`src/hw/rtl/vqp_pkg.sv`:
```
// Shared types and constants for the split virtqueue producer.
// Holds the configuration view, the front-to-back command and result records.
// No dependencies.
`default_nettype none

package vqp_pkg;

  // Offset width covering descriptor table plus avail ring for any queue size
  // and page alignment this block supports
  localparam int unsigned OFF_W = 21;

  // Command queue between front and back
  localparam int unsigned CMD_DEPTH = 2;
  localparam int unsigned CMD_PTR_W = $clog2(CMD_DEPTH);
  localparam int unsigned CMD_CNT_W = $clog2(CMD_DEPTH + 1);

  // Configuration register indexes
  localparam int unsigned CFG_IDX_W = 2;
  localparam logic [CFG_IDX_W-1:0] REG_RING_BASE  = 2'd0;
  localparam logic [CFG_IDX_W-1:0] REG_QSIZE_LOG2 = 2'd1;
  localparam logic [CFG_IDX_W-1:0] REG_LEGACY     = 2'd2;
  localparam logic [CFG_IDX_W-1:0] REG_QUEUE_NUM  = 2'd3;
  localparam logic [3:0]           QSIZE_LOG2_RST = 4'd8;

  // Request modes and result kinds
  localparam logic MODE_ADD    = 1'b0;
  localparam logic MODE_COMMIT = 1'b1;
  localparam logic KIND_WRITE  = 1'b0;
  localparam logic KIND_NOTIFY = 1'b1;

  // Memory write sizes
  localparam logic [3:0] BYTES_WORD = 4'd8;
  localparam logic [3:0] BYTES_HALF = 4'd2;
  localparam logic [3:0] BYTES_NONE = 4'd0;

  // Offsets inside the ring structures
  localparam int unsigned DESC_WORD1_OFF = 8;
  localparam int unsigned AVAIL_IDX_OFF  = 2;
  localparam int unsigned AVAIL_RING_OFF = 4;

  // Stream widths
  localparam int unsigned IN_DATA_W  = 104;
  localparam int unsigned OUT_DATA_W = 152;

  typedef struct packed {
    logic [63:0] ring_base;
    logic [3:0]  qsize_log2;
    logic        legacy_layout;
    logic [15:0] queue_number;
  } cfg_t;

  typedef struct packed {
    logic        mode;
    logic [63:0] buf_addr;
    logic [31:0] buf_len;
    logic        device_writes;
    logic        end_of_chain;
    logic        used_no_notify;
  } item_t;

  // One classified request, expanded into results by the back end
  typedef struct packed {
    logic             is_add;
    logic [63:0]      buf_addr;
    logic [63:0]      desc_word;
    logic [OFF_W-1:0] desc_off;
    logic             has_short;
    logic [OFF_W-1:0] short_off;
    logic [15:0]      short_data;
    logic             has_notify;
  } cmd_t;

  typedef struct packed {
    logic        kind;
    logic [63:0] write_addr;
    logic [63:0] write_data;
    logic [3:0]  write_bytes;
    logic [15:0] notify_queue;
    logic        last;
  } res_t;

endpackage

`default_nettype wire

```
`src/hw/rtl/virtqueue_split_ring_producer.sv`:
```
// Split virtqueue producer, driver side: front end, command queue, back end.
// A request passes through the command queue; its results leave from the output
// register, one per cycle while the result port is ready. An add gives two results,
// a chain-closing add three, a commit one or two (two unless used_no_notify).
// Reset: ring indices and counts clear, registers take their reset values;
// there is no clearing pass. Depends on vqp_pkg, vqp_front, vqp_fifo, vqp_back.
`default_nettype none

module virtqueue_split_ring_producer #(
  parameter int unsigned MAX_QUEUE_SIZE = 256,
  parameter int unsigned LEGACY_ALIGN   = 4096
) (
  input  wire logic                              clk_i,
  input  wire logic                              rst_ni,
  // Configuration write port
  input  wire logic                              cfg_we_i,
  input  wire logic [vqp_pkg::CFG_IDX_W-1:0]     cfg_idx_i,
  input  wire logic [63:0]                       cfg_wdata_i,
  // Requests
  input  wire logic                              s_axis_tvalid,
  output logic                                   s_axis_tready,
  // buf_addr[63:0], buf_len[95:64], device_writes[96], used_no_notify[97], zero pad
  input  wire logic [vqp_pkg::IN_DATA_W-1:0]     s_axis_tdata,
  // end_of_chain
  input  wire logic                              s_axis_tlast,
  // mode
  input  wire logic                              s_axis_tuser,
  // Results
  output logic                                   m_axis_tvalid,
  input  wire logic                              m_axis_tready,
  // write_addr[63:0], write_data[127:64], write_bytes[131:128],
  // notify_queue[147:132], zero pad
  output logic [vqp_pkg::OUT_DATA_W-1:0]         m_axis_tdata,
  // last
  output logic                                   m_axis_tlast,
  // kind
  output logic                                   m_axis_tuser
);

  vqp_pkg::cfg_t  cfg_q, cfg_d;
  vqp_pkg::item_t item;
  vqp_pkg::cmd_t  push_cmd;
  vqp_pkg::cmd_t  head_cmd;
  vqp_pkg::res_t  res;
  logic           cmd_full;
  logic           cmd_push;
  logic           cmd_valid;
  logic           cmd_pop;

  // Write configuration registers
  always_comb begin
    cfg_d = cfg_q;
    if (cfg_we_i) begin
      unique case (cfg_idx_i)
        vqp_pkg::REG_RING_BASE:  cfg_d.ring_base     = cfg_wdata_i;
        vqp_pkg::REG_QSIZE_LOG2: cfg_d.qsize_log2    = cfg_wdata_i[3:0];
        vqp_pkg::REG_LEGACY:     cfg_d.legacy_layout = cfg_wdata_i[0];
        vqp_pkg::REG_QUEUE_NUM:  cfg_d.queue_number  = cfg_wdata_i[15:0];
        default: ;
      endcase
    end
  end

  always_ff @(posedge clk_i or negedge rst_ni) begin
    if (!rst_ni) begin
      cfg_q <= '{ring_base: '0, qsize_log2: vqp_pkg::QSIZE_LOG2_RST,
                 legacy_layout: 1'b0, queue_number: '0};
    end else begin
      cfg_q <= cfg_d;
    end
  end

  // Unpack the request
  assign item.mode           = s_axis_tuser;
  assign item.buf_addr       = s_axis_tdata[63:0];
  assign item.buf_len        = s_axis_tdata[95:64];
  assign item.device_writes  = s_axis_tdata[96];
  assign item.end_of_chain   = s_axis_tlast;
  assign item.used_no_notify = s_axis_tdata[97];

  vqp_front #(
    .MAX_QUEUE_SIZE (MAX_QUEUE_SIZE),
    .LEGACY_ALIGN   (LEGACY_ALIGN)
  ) u_front (
    .clk_i        (clk_i),
    .rst_ni       (rst_ni),
    .cfg_i        (cfg_q),
    .item_valid_i (s_axis_tvalid),
    .item_ready_o (s_axis_tready),
    .item_i       (item),
    .cmd_full_i   (cmd_full),
    .cmd_push_o   (cmd_push),
    .cmd_o        (push_cmd)
  );

  vqp_fifo u_fifo (
    .clk_i   (clk_i),
    .rst_ni  (rst_ni),
    .push_i  (cmd_push),
    .cmd_i   (push_cmd),
    .full_o  (cmd_full),
    .pop_i   (cmd_pop),
    .valid_o (cmd_valid),
    .cmd_o   (head_cmd)
  );

  vqp_back u_back (
    .clk_i       (clk_i),
    .rst_ni      (rst_ni),
    .cfg_i       (cfg_q),
    .cmd_valid_i (cmd_valid),
    .cmd_i       (head_cmd),
    .cmd_pop_o   (cmd_pop),
    .res_valid_o (m_axis_tvalid),
    .res_ready_i (m_axis_tready),
    .res_o       (res)
  );

  // Pack the result
  assign m_axis_tdata = {4'b0, res.notify_queue, res.write_bytes, res.write_data,
                         res.write_addr};
  assign m_axis_tlast = res.last;
  assign m_axis_tuser = res.kind;

  // A notification always closes its request
  assert property (@(posedge clk_i) disable iff (!rst_ni)
    m_axis_tvalid && (m_axis_tuser == vqp_pkg::KIND_NOTIFY) |-> m_axis_tlast)
    else $error("notification not marked last");

  // A 2-byte write carries only a 16-bit value and no queue index
  assert property (@(posedge clk_i) disable iff (!rst_ni)
    m_axis_tvalid && (m_axis_tuser == vqp_pkg::KIND_WRITE) &&
    (m_axis_tdata[131:128] == vqp_pkg::BYTES_HALF)
    |-> (m_axis_tdata[127:80] == '0) && (m_axis_tdata[147:132] == '0))
    else $error("short write carries stray bits");

  // A taken result that is not last is followed at once by the next one
  assert property (@(posedge clk_i) disable iff (!rst_ni)
    m_axis_tvalid && m_axis_tready && !m_axis_tlast |=> m_axis_tvalid)
    else $error("request results interrupted");

  // Requests are refused only while the command queue is full
  assert property (@(posedge clk_i) disable iff (!rst_ni)
    s_axis_tvalid && !s_axis_tready |-> cmd_full && !$stable(cmd_full) || cmd_full)
    else $error("request refused with room in queue");

endmodule

`default_nettype wire

```
`src/hw/rtl/vqp_fifo.sv`:
```
// Two-entry command queue between the producer front and back ends.
// Depends on vqp_pkg for the command record and depth.
`default_nettype none

module vqp_fifo (
  input  wire logic          clk_i,
  input  wire logic          rst_ni,
  input  wire logic          push_i,
  input  vqp_pkg::cmd_t      cmd_i,
  output logic               full_o,
  input  wire logic          pop_i,
  output logic               valid_o,
  output vqp_pkg::cmd_t      cmd_o
);

  vqp_pkg::cmd_t                     mem_q [vqp_pkg::CMD_DEPTH];
  logic [vqp_pkg::CMD_PTR_W-1:0]     wr_ptr_q, wr_ptr_d;
  logic [vqp_pkg::CMD_PTR_W-1:0]     rd_ptr_q, rd_ptr_d;
  logic [vqp_pkg::CMD_CNT_W-1:0]     cnt_q, cnt_d;

  assign full_o  = (cnt_q == vqp_pkg::CMD_CNT_W'(vqp_pkg::CMD_DEPTH));
  assign valid_o = (cnt_q != '0);
  assign cmd_o   = mem_q[rd_ptr_q];

  // Advance pointers and occupancy
  always_comb begin
    wr_ptr_d = wr_ptr_q;
    rd_ptr_d = rd_ptr_q;
    cnt_d    = cnt_q;
    if (push_i) begin
      wr_ptr_d = (wr_ptr_q == vqp_pkg::CMD_PTR_W'(vqp_pkg::CMD_DEPTH - 1)) ? '0
                                                                          : wr_ptr_q + 1'b1;
    end
    if (pop_i) begin
      rd_ptr_d = (rd_ptr_q == vqp_pkg::CMD_PTR_W'(vqp_pkg::CMD_DEPTH - 1)) ? '0
                                                                          : rd_ptr_q + 1'b1;
    end
    if (push_i && !pop_i) begin
      cnt_d = cnt_q + 1'b1;
    end else if (!push_i && pop_i) begin
      cnt_d = cnt_q - 1'b1;
    end
  end

  always_ff @(posedge clk_i or negedge rst_ni) begin
    if (!rst_ni) begin
      wr_ptr_q <= '0;
      rd_ptr_q <= '0;
      cnt_q    <= '0;
    end else begin
      wr_ptr_q <= wr_ptr_d;
      rd_ptr_q <= rd_ptr_d;
      cnt_q    <= cnt_d;
    end
  end

  // Store the pushed command
  always_ff @(posedge clk_i) begin
    if (push_i) begin
      mem_q[wr_ptr_q] <= cmd_i;
    end
  end

endmodule

`default_nettype wire

```
`src/hw/rtl/vqp_front.sv`:
```
// Front end of the split virtqueue producer: accepts requests, keeps the ring
// indices and turns each request into one command. Depends on vqp_pkg.
`default_nettype none

module vqp_front #(
  parameter int unsigned MAX_QUEUE_SIZE = 256,
  parameter int unsigned LEGACY_ALIGN   = 4096
) (
  input  wire logic          clk_i,
  input  wire logic          rst_ni,
  input  vqp_pkg::cfg_t      cfg_i,
  input  wire logic          item_valid_i,
  output logic               item_ready_o,
  input  vqp_pkg::item_t     item_i,
  input  wire logic          cmd_full_i,
  output logic               cmd_push_o,
  output vqp_pkg::cmd_t      cmd_o
);

  localparam int unsigned MAX_LOG2 = $clog2(MAX_QUEUE_SIZE);
  localparam int unsigned IDX_W    = (MAX_LOG2 < 1) ? 1 : MAX_LOG2;
  localparam int unsigned LOG_W    = $clog2(MAX_LOG2 + 1);
  localparam int unsigned OFF_W    = vqp_pkg::OFF_W;

  logic [IDX_W-1:0] next_free_q, next_free_d;
  logic [IDX_W-1:0] chain_head_q, chain_head_d;
  logic             chain_open_q, chain_open_d;
  logic [15:0]      pending_q, pending_d;
  logic [15:0]      published_q, published_d;

  logic [OFF_W-1:0] off_plain [MAX_LOG2+1];
  logic [OFF_W-1:0] off_legacy [MAX_LOG2+1];

  logic [LOG_W-1:0] eff_log2;
  logic [IDX_W:0]   qsize;
  logic [IDX_W-1:0] qmask;
  logic [OFF_W-1:0] avail_off;
  logic [IDX_W-1:0] idx;
  logic [IDX_W-1:0] link;
  logic [IDX_W-1:0] head;
  logic [15:0]      slot_sum;
  logic [IDX_W-1:0] slot;
  logic [15:0]      pub_new;

  // Avail ring offset per queue size, plain and rounded up to the legacy page
  for (genvar k = 0; k <= MAX_LOG2; k++) begin : g_off
    localparam int unsigned PLAIN  = 16 << k;
    localparam int unsigned LEGACY = ((PLAIN + LEGACY_ALIGN - 1) / LEGACY_ALIGN) * LEGACY_ALIGN;
    assign off_plain[k]  = OFF_W'(PLAIN);
    assign off_legacy[k] = OFF_W'(LEGACY);
  end

  // Effective queue size, capped at the largest supported size
  assign eff_log2  = (cfg_i.qsize_log2 > 4'(MAX_LOG2)) ? LOG_W'(MAX_LOG2)
                                                       : LOG_W'(cfg_i.qsize_log2);
  assign qsize     = (IDX_W+1)'(1) << eff_log2;
  assign qmask     = IDX_W'(qsize - 1'b1);
  assign avail_off = cfg_i.legacy_layout ? off_legacy[eff_log2] : off_plain[eff_log2];

  // Ring indices reduced to the current queue size
  assign idx      = next_free_q & qmask;
  assign link     = (idx + 1'b1) & qmask;
  assign head     = (chain_open_q ? chain_head_q : idx) & qmask;
  assign slot_sum = published_q + pending_q;
  assign slot     = slot_sum[IDX_W-1:0] & qmask;
  assign pub_new  = published_q + pending_q;

  assign item_ready_o = !cmd_full_i;
  assign cmd_push_o   = item_valid_i && !cmd_full_i;

  // Classify the request into a command
  always_comb begin
    cmd_o            = '0;
    cmd_o.buf_addr   = item_i.buf_addr;
    cmd_o.desc_word  = {16'(link), 14'b0, item_i.device_writes, !item_i.end_of_chain,
                        item_i.buf_len};
    cmd_o.desc_off   = OFF_W'({idx, 4'b0});
    unique case (item_i.mode)
      vqp_pkg::MODE_ADD: begin
        cmd_o.is_add     = 1'b1;
        cmd_o.has_short  = item_i.end_of_chain;
        cmd_o.short_off  = avail_off + OFF_W'(vqp_pkg::AVAIL_RING_OFF) + OFF_W'({slot, 1'b0});
        cmd_o.short_data = 16'(head);
        cmd_o.has_notify = 1'b0;
      end
      vqp_pkg::MODE_COMMIT: begin
        cmd_o.is_add     = 1'b0;
        cmd_o.has_short  = 1'b1;
        cmd_o.short_off  = avail_off + OFF_W'(vqp_pkg::AVAIL_IDX_OFF);
        cmd_o.short_data = pub_new;
        cmd_o.has_notify = !item_i.used_no_notify;
      end
      default: ;
    endcase
  end

  // Update ring state on each accepted request
  always_comb begin
    next_free_d  = next_free_q;
    chain_head_d = chain_head_q;
    chain_open_d = chain_open_q;
    pending_d    = pending_q;
    published_d  = published_q;
    if (cmd_push_o) begin
      if (item_i.mode == vqp_pkg::MODE_ADD) begin
        next_free_d = link;
        if (!chain_open_q) begin
          chain_head_d = idx;
        end
        if (item_i.end_of_chain) begin
          chain_open_d = 1'b0;
          pending_d    = pending_q + 1'b1;
        end else begin
          chain_open_d = 1'b1;
        end
      end else begin
        published_d = pub_new;
        pending_d   = '0;
      end
    end
  end

  always_ff @(posedge clk_i or negedge rst_ni) begin
    if (!rst_ni) begin
      next_free_q  <= '0;
      chain_head_q <= '0;
      chain_open_q <= 1'b0;
      pending_q    <= '0;
      published_q  <= '0;
    end else begin
      next_free_q  <= next_free_d;
      chain_head_q <= chain_head_d;
      chain_open_q <= chain_open_d;
      pending_q    <= pending_d;
      published_q  <= published_d;
    end
  end

endmodule

`default_nettype wire

```
`src/hw/rtl/vqp_back.sv`:
```
// Back end of the split virtqueue producer: expands each command into memory writes
// and maybe a notification, one result per cycle unless stalled. Depends on vqp_pkg.
`default_nettype none

module vqp_back (
  input  wire logic          clk_i,
  input  wire logic          rst_ni,
  input  vqp_pkg::cfg_t      cfg_i,
  input  wire logic          cmd_valid_i,
  input  vqp_pkg::cmd_t      cmd_i,
  output logic               cmd_pop_o,
  output logic               res_valid_o,
  input  wire logic          res_ready_i,
  output vqp_pkg::res_t      res_o
);

  localparam logic [1:0] PH_DESC0  = 2'd0;
  localparam logic [1:0] PH_DESC1  = 2'd1;
  localparam logic [1:0] PH_SHORT  = 2'd2;
  localparam logic [1:0] PH_NOTIFY = 2'd3;

  logic [1:0]    phase_q, phase_d;
  logic          mid_q, mid_d;
  logic          out_valid_q, out_valid_d;
  vqp_pkg::res_t res_q, res_d;

  logic [1:0]                 cur_phase;
  logic [1:0]                 nxt_phase;
  logic                       has_next;
  logic                       load;
  logic [vqp_pkg::OFF_W-1:0]  beat_off;

  assign cur_phase = mid_q ? phase_q : (cmd_i.is_add ? PH_DESC0 : PH_SHORT);
  assign load      = cmd_valid_i && (!out_valid_q || res_ready_i);
  assign cmd_pop_o = load && !has_next;

  // Pick the following result of this command
  always_comb begin
    nxt_phase = PH_DESC0;
    has_next  = 1'b0;
    unique case (cur_phase)
      PH_DESC0: begin
        nxt_phase = PH_DESC1;
        has_next  = 1'b1;
      end
      PH_DESC1: begin
        nxt_phase = PH_SHORT;
        has_next  = cmd_i.has_short;
      end
      PH_SHORT: begin
        nxt_phase = PH_NOTIFY;
        has_next  = cmd_i.has_notify;
      end
      PH_NOTIFY: begin
        nxt_phase = PH_DESC0;
        has_next  = 1'b0;
      end
      default: ;
    endcase
  end

  // Build the current result
  always_comb begin
    beat_off = '0;
    res_d    = res_q;
    if (load) begin
      res_d      = '0;
      res_d.last = !has_next;
      unique case (cur_phase)
        PH_DESC0: begin
          beat_off          = cmd_i.desc_off;
          res_d.write_data  = cmd_i.buf_addr;
          res_d.write_bytes = vqp_pkg::BYTES_WORD;
        end
        PH_DESC1: begin
          beat_off          = cmd_i.desc_off | vqp_pkg::OFF_W'(vqp_pkg::DESC_WORD1_OFF);
          res_d.write_data  = cmd_i.desc_word;
          res_d.write_bytes = vqp_pkg::BYTES_WORD;
        end
        PH_SHORT: begin
          beat_off          = cmd_i.short_off;
          res_d.write_data  = 64'(cmd_i.short_data);
          res_d.write_bytes = vqp_pkg::BYTES_HALF;
        end
        PH_NOTIFY: begin
          res_d.write_bytes  = vqp_pkg::BYTES_NONE;
        end
        default: ;
      endcase
      if (cur_phase == PH_NOTIFY) begin
        res_d.kind         = vqp_pkg::KIND_NOTIFY;
        res_d.notify_queue = cfg_i.queue_number;
      end else begin
        res_d.kind       = vqp_pkg::KIND_WRITE;
        res_d.write_addr = cfg_i.ring_base + 64'(beat_off);
      end
    end
  end

  // Advance through the command and hold the output register
  always_comb begin
    phase_d     = phase_q;
    mid_d       = mid_q;
    out_valid_d = out_valid_q;
    if (load) begin
      out_valid_d = 1'b1;
      mid_d       = has_next;
      phase_d     = nxt_phase;
    end else if (res_ready_i) begin
      out_valid_d = 1'b0;
    end
  end

  always_ff @(posedge clk_i or negedge rst_ni) begin
    if (!rst_ni) begin
      phase_q     <= PH_DESC0;
      mid_q       <= 1'b0;
      out_valid_q <= 1'b0;
    end else begin
      phase_q     <= phase_d;
      mid_q       <= mid_d;
      out_valid_q <= out_valid_d;
    end
  end

  always_ff @(posedge clk_i) begin
    res_q <= res_d;
  end

  assign res_valid_o = out_valid_q;
  assign res_o       = res_q;

endmodule

`default_nettype wire
```
`config.mk`:
```
export PLATFORM = sky130hd
export DESIGN_NAME = virtqueue_split_ring_producer
export DESIGN_NICKNAME = d
export VERILOG_FILES = /design/src/hw/rtl/vqp_pkg.sv /design/src/hw/rtl/virtqueue_split_ring_producer.sv /design/src/hw/rtl/vqp_fifo.sv /design/src/hw/rtl/vqp_front.sv /design/src/hw/rtl/vqp_back.sv
export SDC_FILE = /design/constraint.sdc
export NUM_CORES = 1
export LEC_CHECK = 0
export ABC_AREA = 1
export BUFFER_PORTS_ARGS = -buffer_cell sky130_fd_sc_hd__buf_4
export CAP_MARGIN = 20
export CORE_MARGIN = 1
export CORE_UTILIZATION = 40
export CTS_CLUSTER_SIZE = 30
export DETAILED_ROUTE_END_ITERATION = 8
export PLACE_DENSITY = 0.59
export SLEW_MARGIN = 10
export SYNTH_ARGS = -nofsm -noshare
export SYNTH_HDL_FRONTEND = slang
export SYNTH_SLANG_ARGS = --single-unit
```
`constraint.sdc`:
```
create_clock -name clk_i -period 9.54 [get_ports clk_i]
set_clock_uncertainty 0.15 [all_clocks]
set_input_delay 1.908 -clock clk_i [delete_from_list [all_inputs] [get_ports clk_i]]
set_output_delay 1.908 -clock clk_i [all_outputs]
set_load 0.05 [all_outputs]
```
==> run metrics, run 1 <==
slowest cell delay on critical path 0.71 ns; CTS sink count 582; Post-synth EDFFs 440; Crit path max-delay family compound AO/OA/AOI/OAI gates; initial core utilization 40.7%; htree depth 2; Worst VDD drop 0.272 mV; Mapped Avg Cell Area 10.2 µm²; ys flop type edfxtp_1; Reg clk slew, reported paths 0.06 ns; first-pass GRT wire length 114000 µm; Distinct cells, synth 58; GR Overflow Total 0; worst flop-to-flop path startpoint u_fifo.rd_ptr_q; Via-to-Cell Ratio 5.15; top cell type's share of synthesized area 50.2%; global-route total usage across every layer 22.4%; die outline height 258 µm; area growth from synthesis to layout 20.3%; WHS Path Cells 2; worst-path maximum fanout 51; Die Width 258 µm; register area share after synthesis 63.7%; Synthesis Warnings 0; clock buffer depth 3; #FFs+latches synth 582; data arrival time of the critical path 6.18 ns; # port buffers 320; I/O pin count 333; CP required 9.79 ns; Detailed Route WL 75500 µm; post-route ant nets 0; layout cells sized above 1 17.8%; critical-path cell list inv_4, nand2_1, a21boi_0, ha_1, buf_4, inv_2, nand2_1, o21a_1, o21ai_0, a21oi_1, ha_1, a21oi_1, o21ai_0, a21oi_1, nand2_1, nand2_1, a21oi_1, o21a_1; fin nets 3104; critical path class register to register; FF-to-FF End u_back.res_o[110]; RSZ-0062 raised after global routing no; Final Hold Viols 0; PostCTS Resize Cnt 0; CTS tree done; R2R cell count 18; number of CTS-inserted buffers 61; Final Setup Violations 0; static leakage 13.4 nW; PD cells 352 nW/µm²; Cell Rows 93; Slew Viols, Final 0; hold_sp u_front.next_free_q[1]; FF-to-FF setup slack 3.61 ns; Yosys top cell by area edfxtp_1; Hold Path Sink u_front.next_free_q[1]; min Tclk post-route 5.93 ns; antenna violations before repair 2; Vias 19500; largest net degree at the start of global routing 153; DP HPWL 52200 µm; Fmax 169 MHz; Post-Syn Area 26300 µm²; outcome complete, no violations; ranking of synthesized cells by area edfxtp_1 (50%), dfrtp_1 (13%), nand2_1 (6.1%); Worst setup SP type register; CTS root buf clkbuf_16; Cells after DPL 3674; vias in the first global route 19100; 1st-iter DRT viols 1407; routed len/inst 19.9 µm; worst hold-check path type register to register; Die ar. 66800 µm²; post-CTS setup buffers 0; final cell count without fillers 3793; Synth async-reset ratio 24.4%; Core Footprint 64700 µm²; CTS Hold Buffers Added 0; DRC viols 0; Setup crit end kind register; Clock Latency Late Sink 0.63 ns; Slew headroom 25.3%; setup total negative slack 0 ns; CP max stage cell dfrtp_4; iteration count of the initial detailed-routing pass 6; Worst Tran Pin Value 1.12 ns; GPL Wtd Cong 1.02; Max-Cap Viols 0; Gate Count Post-Synth 2578; final worst-path cycle share 62.2%; Buf/Inv on CP 3
[how the worst max path moves through the flow]
stage	start	endpoint	slack, ns	cells after the start
after floorplan	s_axis_tvalid	u_fifo.mem_q[1][0]	0.66	2
after CTS	u_fifo.rd_ptr_q	u_back.res_o[142]	3.62	17
after global placement	u_fifo.rd_ptr_q	u_back.res_o[141]	3.64	17
final	u_fifo.rd_ptr_q	u_back.res_o[110]	3.61	18
after detailed placement	u_fifo.rd_ptr_q	u_back.res_o[142]	3.61	17
after global routing	u_fifo.rd_ptr_q	u_back.res_o[103]	3.06	17
[cell type report]
cell class	instances	area, µm²
multi-input cells	1659	8250
repair buffers	334	2540
clock buffers	93	1750
fillers	6025	33000
well taps	855	1070
inverters	245	922
clock inverters	23	342
flip-flops and latches	582	16800
diodes	2	5.00
[per-stage QoR]
stage	setup WS (ns)	power, mW	instance area, µm²	hold WS, ns	utilization, %
global route	3.06	11.8	31600	0.350	48.9
floorplan	0.656	7.28	26300	0.292	-
global placement	3.64	8.69	29500	0.309	45.7
detailed placement	3.61	8.76	29500	0.318	45.7
finish	3.61	11.1	31600	0.331	48.9
CTS	3.62	11.3	31600	0.333	48.9
[where the power goes]
group          switching, mW  total, mW  internal (mW)
clock network          0.990       2.47           1.48
registers              0.323       4.11           3.79
logic                   3.36       4.56           1.20
[Yosys cell counts, types with 11 or more instances]
library cell,n
nor2_2,18
nand2_1,426
nor3_1,23
inv_1,230
o221ai_1,16
ha_1,42
inv_2,15
o21a_1,16
buf_1,11
nand2_2,19
nand4_1,30
nand3_1,116
dfrtp_1,141
o21ai_0,257
clkbuf_1,60
a21oi_1,181
buf_2,17
nor2_1,400
edfxtp_1,440
xor2_1,11
[worst register-to-register path, stage by stage, from the launching register on]
cell and delay, ns:
dfrtp_4 0.71, inv_4 0.58, nand2_1 0.13, a21boi_0 0.44, ha_1 0.23, buf_4 0.27, inv_2 0.37, nand2_1 0.40
o21a_1 0.17, o21ai_0 0.12, a21oi_1 0.30, ha_1 0.34, a21oi_1 0.23, o21ai_0 0.16, a21oi_1 0.24, nand2_1 0.40
nand2_1 0.26, a21oi_1 0.09, o21a_1 0.12
[cells in the final DEF, fill, tap and decap left out, types with 7 or more instances in the layout]
master and count:
clkbuf_1 23, clkinv_2 7, nor2_1 398, conb_1 8
inv_1 228, nand3_1 115, nor2_2 18, xor2_1 11
o21ai_0 257, o221ai_1 16, dfrtp_1 140, o21a_1 16
ha_1 41, o21ai_1 9, clkbuf_16 62, nor2_4 8
edfxtp_1 440, buf_4 330, nand2_1 426, nor3_1 23
nand2_2 19, xnor2_1 7, bufinv_16 8, a21oi_1 180
inv_2 16, nand4_1 30, clkbuf_8 8
[cells by family after synthesis]
| logic type | after synthesis | synth area share, % |
|---|---|---|
| mux | 2 | 0.0856 |
| fa+ha+maj | 44 | 2.15 |
| other cells | 1 | 0.0143 |
| buf+inv | 344 | 5.20 |
| compound gates | 504 | 10.3 |
| xor+xnor | 18 | 0.599 |
| simple gates | 1083 | 17.9 |
| flops | 582 | 63.7 |
[sequential cells by signal, summed over array words and instances, names as in the netlist]
register	count
u_fifo.cnt_q	2
u_back.res_o	148
u_front.pending_q	16
u_fifo.wr_ptr_q	1
u_fifo.rd_ptr_q	1
u_fifo.mem_q	292
u_front.published_q	16
u_back.res_valid_o	1
u_front.chain_head_q	8
cfg_q	85
u_front.next_free_q	8
u_front.chain_open_q	1
u_back.mid_q	1
u_back.phase_q	2
[routing by layer]
| metal | share of wire (%) | GRT usage, % | vias to the layer above |
|---|---|---|---|
| met5 | 0 | 0 | - |
| met4 | 3.2 | 7.73 | 0 |
| met3 | 4.4 | 2.80 | 124 |
| met2 | 52 | 40.0 | 531 |
| met1 | 41 | 27.9 | 9467 |
| li1 | - | - | 9393 |
No activity file was read; power rests on OpenSTA's default activity.
==> run 2: changes to the inputs <==
--- a/config.mk
+++ b/config.mk
@@ -5,7 +5,7 @@
 export SDC_FILE = /design/constraint.sdc
 export NUM_CORES = 1
 export LEC_CHECK = 0
-export ABC_AREA = 1
+export ABC_AREA = 0
 export BUFFER_PORTS_ARGS = -buffer_cell sky130_fd_sc_hd__buf_4
 export CAP_MARGIN = 20
 export CORE_MARGIN = 1
==> constraint.sdc (replaced) <==
create_clock -name clk_i -period 5.13 [get_ports clk_i]
set_clock_uncertainty 0.15 [all_clocks]
set_input_delay 1.026 -clock clk_i [delete_from_list [all_inputs] [get_ports clk_i]]
set_output_delay 1.026 -clock clk_i [all_outputs]
set_load 0.05 [all_outputs]
==> run metrics, run 2 <==
outcome complete, no violations; #FFs+latches synth 582; GPL Wtd Cong 0.858; largest family of logic cells by synthesized area simple AND/OR/NAND/NOR gates; number of flip-flops in the largest register 292; CTS root buf clkbuf_16; ys flop type edfxtp_1; Post-Syn Area 25300 µm²; I/O pin count 333; post-CTS setup buffers 0; R2R cell count 18; final setup margin 0.680 ns; FF-to-FF End u_back.res_o[109]; CTS sink count 582; Die Width 253 µm; Reg clk slew, reported paths 0.06 ns; final total power 20.1 mW; Largest Register u_fifo.mem_q; Final Hold Viols 0; initial core utilization 40.7%; routed len/inst 20.6 µm; Vias 16000; Synth async-reset ratio 24.4%; Mapped Avg Cell Area 14.0 µm²; largest net degree at the start of global routing 76; Worst Tran Pin Value 1.09 ns; Slew Viols, Final 0; 1st-iter DRT viols 1137; setup total negative slack 0 ns; iteration count of the initial detailed-routing pass 8; post-synthesis mux area share 8.79%; # port buffers 320; Gate Count Post-Synth 1801; critical path class register to register; htree depth 2; commonest non-fill, non-tap cell in the layout edfxtp_1; Via-to-Cell Ratio 5.30; count leader, synth edfxtp_1; antenna violations before repair 9; Die ar. 64200 µm²; dpl ws 0.460 ns; register area share after synthesis 66.3%; min Tclk post-route 4.45 ns; Synth Area in XOR/XNOR 2.70%; Synthesis Warnings 0; RSZ-0062 raised after global routing no; top cell type's share of synthesized area 52.3%; clock buffer depth 3; most frequent cells in the layout edfxtp_1 (440), buf_4 (339), nor2_1 (168); die outline height 253 µm; CTS tree done; static leakage 11.8 nW; Final Setup Violations 0; Yosys top cell by area edfxtp_1; adder-cell area share of the yosys netlist 2.24%; Worst VDD drop 0.353 mV; Core Footprint 62100 µm²; worst flop-to-flop path startpoint u_fifo.rd_ptr_q; area growth from synthesis to layout 21.5%; Cells after DPL 2899; final cell count without fillers 3023; FF-to-FF setup slack 0.68 ns; number of CTS-inserted buffers 60; Post-synth EDFFs 440; vias in the first global route 16100; data arrival time of the critical path 4.62 ns; DP HPWL 41100 µm; post-synthesis simple-gate area fraction 9.06%; Cell Rows 91; Worst setup SP type register; worst-path maximum fanout 13; Slew headroom 26.5%; DRC viols 0; Setup crit end kind register; Distinct cells, synth 74; worst hold-check path type input port to asynchronous set/reset pin; final worst-path cycle share 86.8%; CTS Hold Buffers Added 0; layout cells sized above 1 29.4%; Synth top cells by count edfxtp_1 (440), nor2_1 (169), mux2_2 (158), dfrtp_1 (141), nand2_1 (99); Fmax 225 MHz; Max-Cap Viols 0; GR Overflow Total 0; global-route total usage across every layer 19.2%; PD cells 655 nW/µm²; PostCTS Resize Cnt 0; CP required 5.30 ns; fin nets 2346; post-route ant nets 0; compound-gate portion of the synthesized area 8.82%; ranking of synthesized cells by area edfxtp_1 (52%), dfrtp_1 (14%), mux2_2 (7.0%); final design utilization 49.5%; Detailed Route WL 62300 µm; Clock Latency Late Sink 0.62 ns; first-pass GRT wire length 94500 µm
==> run 2: worst max path at each step <==
stage,from,cells after the start,endpoint
global route,u_fifo.rd_ptr_q,18,u_back.res_o[109]
CTS,u_fifo.rd_ptr_q,17,u_back.res_o[133]
floorplan,s_axis_tvalid,1,u_fifo.mem_q[1][0]
global placement,u_fifo.rd_ptr_q,16,u_back.res_o[137]
detailed placement,u_fifo.rd_ptr_q,17,u_back.res_o[137]
finish,u_fifo.rd_ptr_q,18,u_back.res_o[109]
==> run 2: final cells by class <==
class	instances	area, µm²
inverters	36	135
well taps	837	1050
flip-flops and latches	582	16800
fillers	5428	31400
repair buffers	347	2700
diodes	9	22.5
clock inverters	32	251
clock buffers	82	1700
multi-input cells	1098	8070
==> run 2: through the flow <==
| stage | cell area, µm² | hold WS [ns] |
|---|---|---|
| 2_1_floorplan | 25300 | 0.302 |
| 6_report | 30700 | 0.298 |
| 3_5_place_dp | 28700 | 0.328 |
| 5_1_grt | 30700 | 0.333 |
| 3_3_place_gp | 28700 | 0.319 |
| 4_1_cts | 30700 | 0.304 |
==> run 2: metal layers <==
| layer | wire length (µm) | share of wire [%] | GRT usage [%] | vias up |
|---|---|---|---|---|
| met2 | 30000 | 48 | 30.9 | 417 |
| met3 | 3440 | 5.5 | 3.58 | 121 |
| met1 | 26700 | 43 | 25.6 | 8022 |
| met5 | 0 | 0 | 0 | - |
| li1 | - | - | - | 7447 |
| met4 | 2180 | 3.5 | 7.93 | 0 |
==> run 2: critical path, stage by stage (launching register included) <==
cell and delay, ns:
dfrtp_4 0.47, nor2b_1 0.06, a211oi_1 0.22, a21o_1 0.19, inv_1 0.09, ha_2 0.18, nor2_1 0.10, buf_4 0.16
inv_1 0.06, a221oi_1 0.29, a311oi_1 0.09, ha_1 0.44, a21oi_1 0.12, o21a_1 0.19, a21o_1 0.38, buf_16 0.25
a2111oi_0 0.48, xnor2_1 0.18, nor2_1 0.06
==> run 2: power breakdown <==
part	total, mW	leakage (nW)	switching [mW]	internal [mW]
logic	8.26	4.87	5.64	2.61
registers	7.56	5.97	0.574	6.99
clock network	4.28	0.961	1.78	2.50
==> run 2: logic make-up (layout without fill, tap and decap cells) <==
family,after synthesis,after routing
DFF,582,582
and+or+nand+nor,468,468
AOI/OAI and AO/OA,298,298
muxes,202,202
buffers and inverters,128,497
xor gates and xnor gates,78,78
adders and majority gates,44,44
other,1,17
==> run 3: changes to the inputs <==
--- a/config.mk
+++ b/config.mk
@@ -10,6 +10,7 @@
 export CAP_MARGIN = 20
 export CORE_MARGIN = 1
 export CORE_UTILIZATION = 40
+export CTS_BUF_LIST = sky130_fd_sc_hd__clkbuf_4
 export CTS_CLUSTER_SIZE = 30
 export DETAILED_ROUTE_END_ITERATION = 8
 export PLACE_DENSITY = 0.59
==> constraint.sdc (replaced) <==
create_clock -name clk_i -period 4.03 [get_ports clk_i]
set_clock_uncertainty 0.15 [all_clocks]
set_input_delay 0.806 -clock clk_i [delete_from_list [all_inputs] [get_ports clk_i]]
set_output_delay 0.806 -clock clk_i [all_outputs]
set_load 0.05 [all_outputs]
==> run metrics, run 3 (synthesis results as in run 2) <==
initial core utilization 40.7%; Reg clk slew, reported paths 0.07 ns; final design utilization 54.0%; FF-to-FF End u_back.res_o[118]; number of flip-flops in the largest register 292; R2R cell count 17; min Tclk post-route 3.92 ns; Detailed Route WL 65900 µm; layout cells sized above 1 35.9%; GPL Wtd Cong 0.846; antenna violations before repair 4; CTS sink count 582; routed len/inst 19.3 µm; Die Width 253 µm; worst flop-to-flop path startpoint u_fifo.rd_ptr_q; fin nets 2676; Setup crit end kind register; static leakage 13.2 nW; Slew headroom 37.8%; Worst setup SP type register; clock buffer depth 3; first-pass GRT wire length 99700 µm; CTS root buf clkbuf_4; iteration count of the initial detailed-routing pass 6; FF-to-FF setup slack 0.11 ns; I/O pin count 333; vias in the first global route 18100; Cells after DPL 2955; post-route ant nets 0; Largest Register u_fifo.mem_q; # port buffers 320; critical path class register to register; data arrival time of the critical path 4.40 ns; Clock Latency Late Sink 0.93 ns; htree depth 4; RSZ-0062 raised after global routing yes; Worst Setup EP u_back.res_o[118]; CP required 4.51 ns; most frequent cells in the layout edfxtp_1 (440), buf_4 (393), clkbuf_4 (245); 1st-iter DRT viols 1259; outcome complete, no violations; Core Footprint 62100 µm²; critical path launch point u_fifo.rd_ptr_q; Worst Tran Pin Value 0.933 ns; Final Setup Violations 0; CTS tree done; fill count 5215; Slew Viols, Final 0; PD cells 800 nW/µm²; Final Hold Viols 0; number of CTS-inserted buffers 158; Fmax 255 MHz; Via-to-Cell Ratio 5.15; commonest non-fill, non-tap cell in the layout edfxtp_1; die outline height 253 µm; Cell Rows 91; Vias 17600; Die ar. 64200 µm²; final cell count without fillers 3422; Max-Cap Viols 0; DP HPWL 42200 µm; worst hold-check path type input port to register; GR Overflow Total 0; global-route total usage across every layer 20.4%; Worst VDD drop 0.513 mV; area growth from synthesis to layout 32.7%; largest net degree at the start of global routing 95; DRC viols 0; final worst-path cycle share 97.2%; worst-path maximum fanout 7
-- run 3: cell count changes in the layout (fill, tap and decap cells not counted), sizes merged --
cell         before  now
dlygate4sd3       0  166
o2111ai           1    2
clkinvlp          0    3
buf             347  412
clkinv           29   32
clkbuf           82  245
diode             9    4
inv              35   38
-- run 3: power breakdown --
| part | leakage, nW | internal [mW] | total (mW) | switching, mW |
|---|---|---|---|---|
| sequential | 5.97 | 8.90 | 9.64 | 0.746 |
| combinational | 5.94 | 4.06 | 11.7 | 7.66 |
| clock | 1.26 | 3.02 | 5.47 | 2.44 |
-- run 3: critical path: stages (launching register included) --
cell and delay, ns:
dfrtp_4 0.51, a211oi_2 0.18, a21o_1 0.14, inv_2 0.07, ha_4 0.17, nor2_4 0.23
nor2_2 0.07, a21oi_2 0.12, nor2_2 0.06, ha_1 0.32, and2_4 0.17, a221o_1 0.39
o21a_1 0.25, buf_6 0.12, o211ai_1 0.29, buf_4 0.22, or3_4 0.13, a21oi_2 0.04
-- run 3: worst min-delay path by stage --
stage / startpoint / endpoint / depth (start not counted)
4_1_cts: s_axis_tuser / u_front.pending_q[2] / 2
3_3_place_gp: u_front.published_q[7] / u_front.published_q[7] / 2
3_5_place_dp: u_front.published_q[7] / u_front.published_q[7] / 2
6_report: s_axis_tuser / u_front.pending_q[2] / 2
5_1_grt: cfg_we_i / cfg_q[16] / 4
2_1_floorplan: u_front.published_q[0] / u_front.published_q[0] / 2
-- run 3: final cells by class --
class                           instances  area [µm²]  area share, %
Tap cell                              837        1050           3.12
Clock buffer                          245        1840           5.48
Inverter                               36         143          0.425
Multi-Input combinational cell       1099        8510           25.4
Sequential cell                       582       16800           50.0
Clock inverter                         41         294          0.877
Timing Repair Buffer                  578        4920           14.7
Antenna cell                            4        10.0         0.0298
-- run 3: metrics by stage --
stage / total power [mW] / setup WS [ns] / hold WS, ns / area (µm²) / setup TNS [ns]
floorplan: 17.3 / -0.819 / 0.302 / 25600 / -2.46
global placement: 20.8 / 0.0806 / 0.322 / 29400 / 0
detailed placement: 21.0 / 0.0407 / 0.329 / 29400 / 0
CTS: 26.7 / 0.000583 / 0.0182 / 33200 / 0
global route: 28.3 / -0.0568 / 0.0834 / 33500 / -0.411
finish: 26.8 / 0.111 / 0.175 / 33500 / 0
-- run 3: repair_timing --
action,in CTS,in global routing
cloned,0,2
gates resized for setup,0,53
setup buffers,0,9
pin swaps,1,26
endpoints found under the hold margin,370,0
hold buffers,166,0
endpoints found under the setup margin,3,50
-- run 3: metal layers --
metal	vias to the layer above	global-route usage, %	part of all wire, %
met5	-	0	0
met4	0	9.77	3.1
met3	125	4.99	5.4
met2	514	33.0	49
met1	8778	25.6	43
li1	8221	-	-
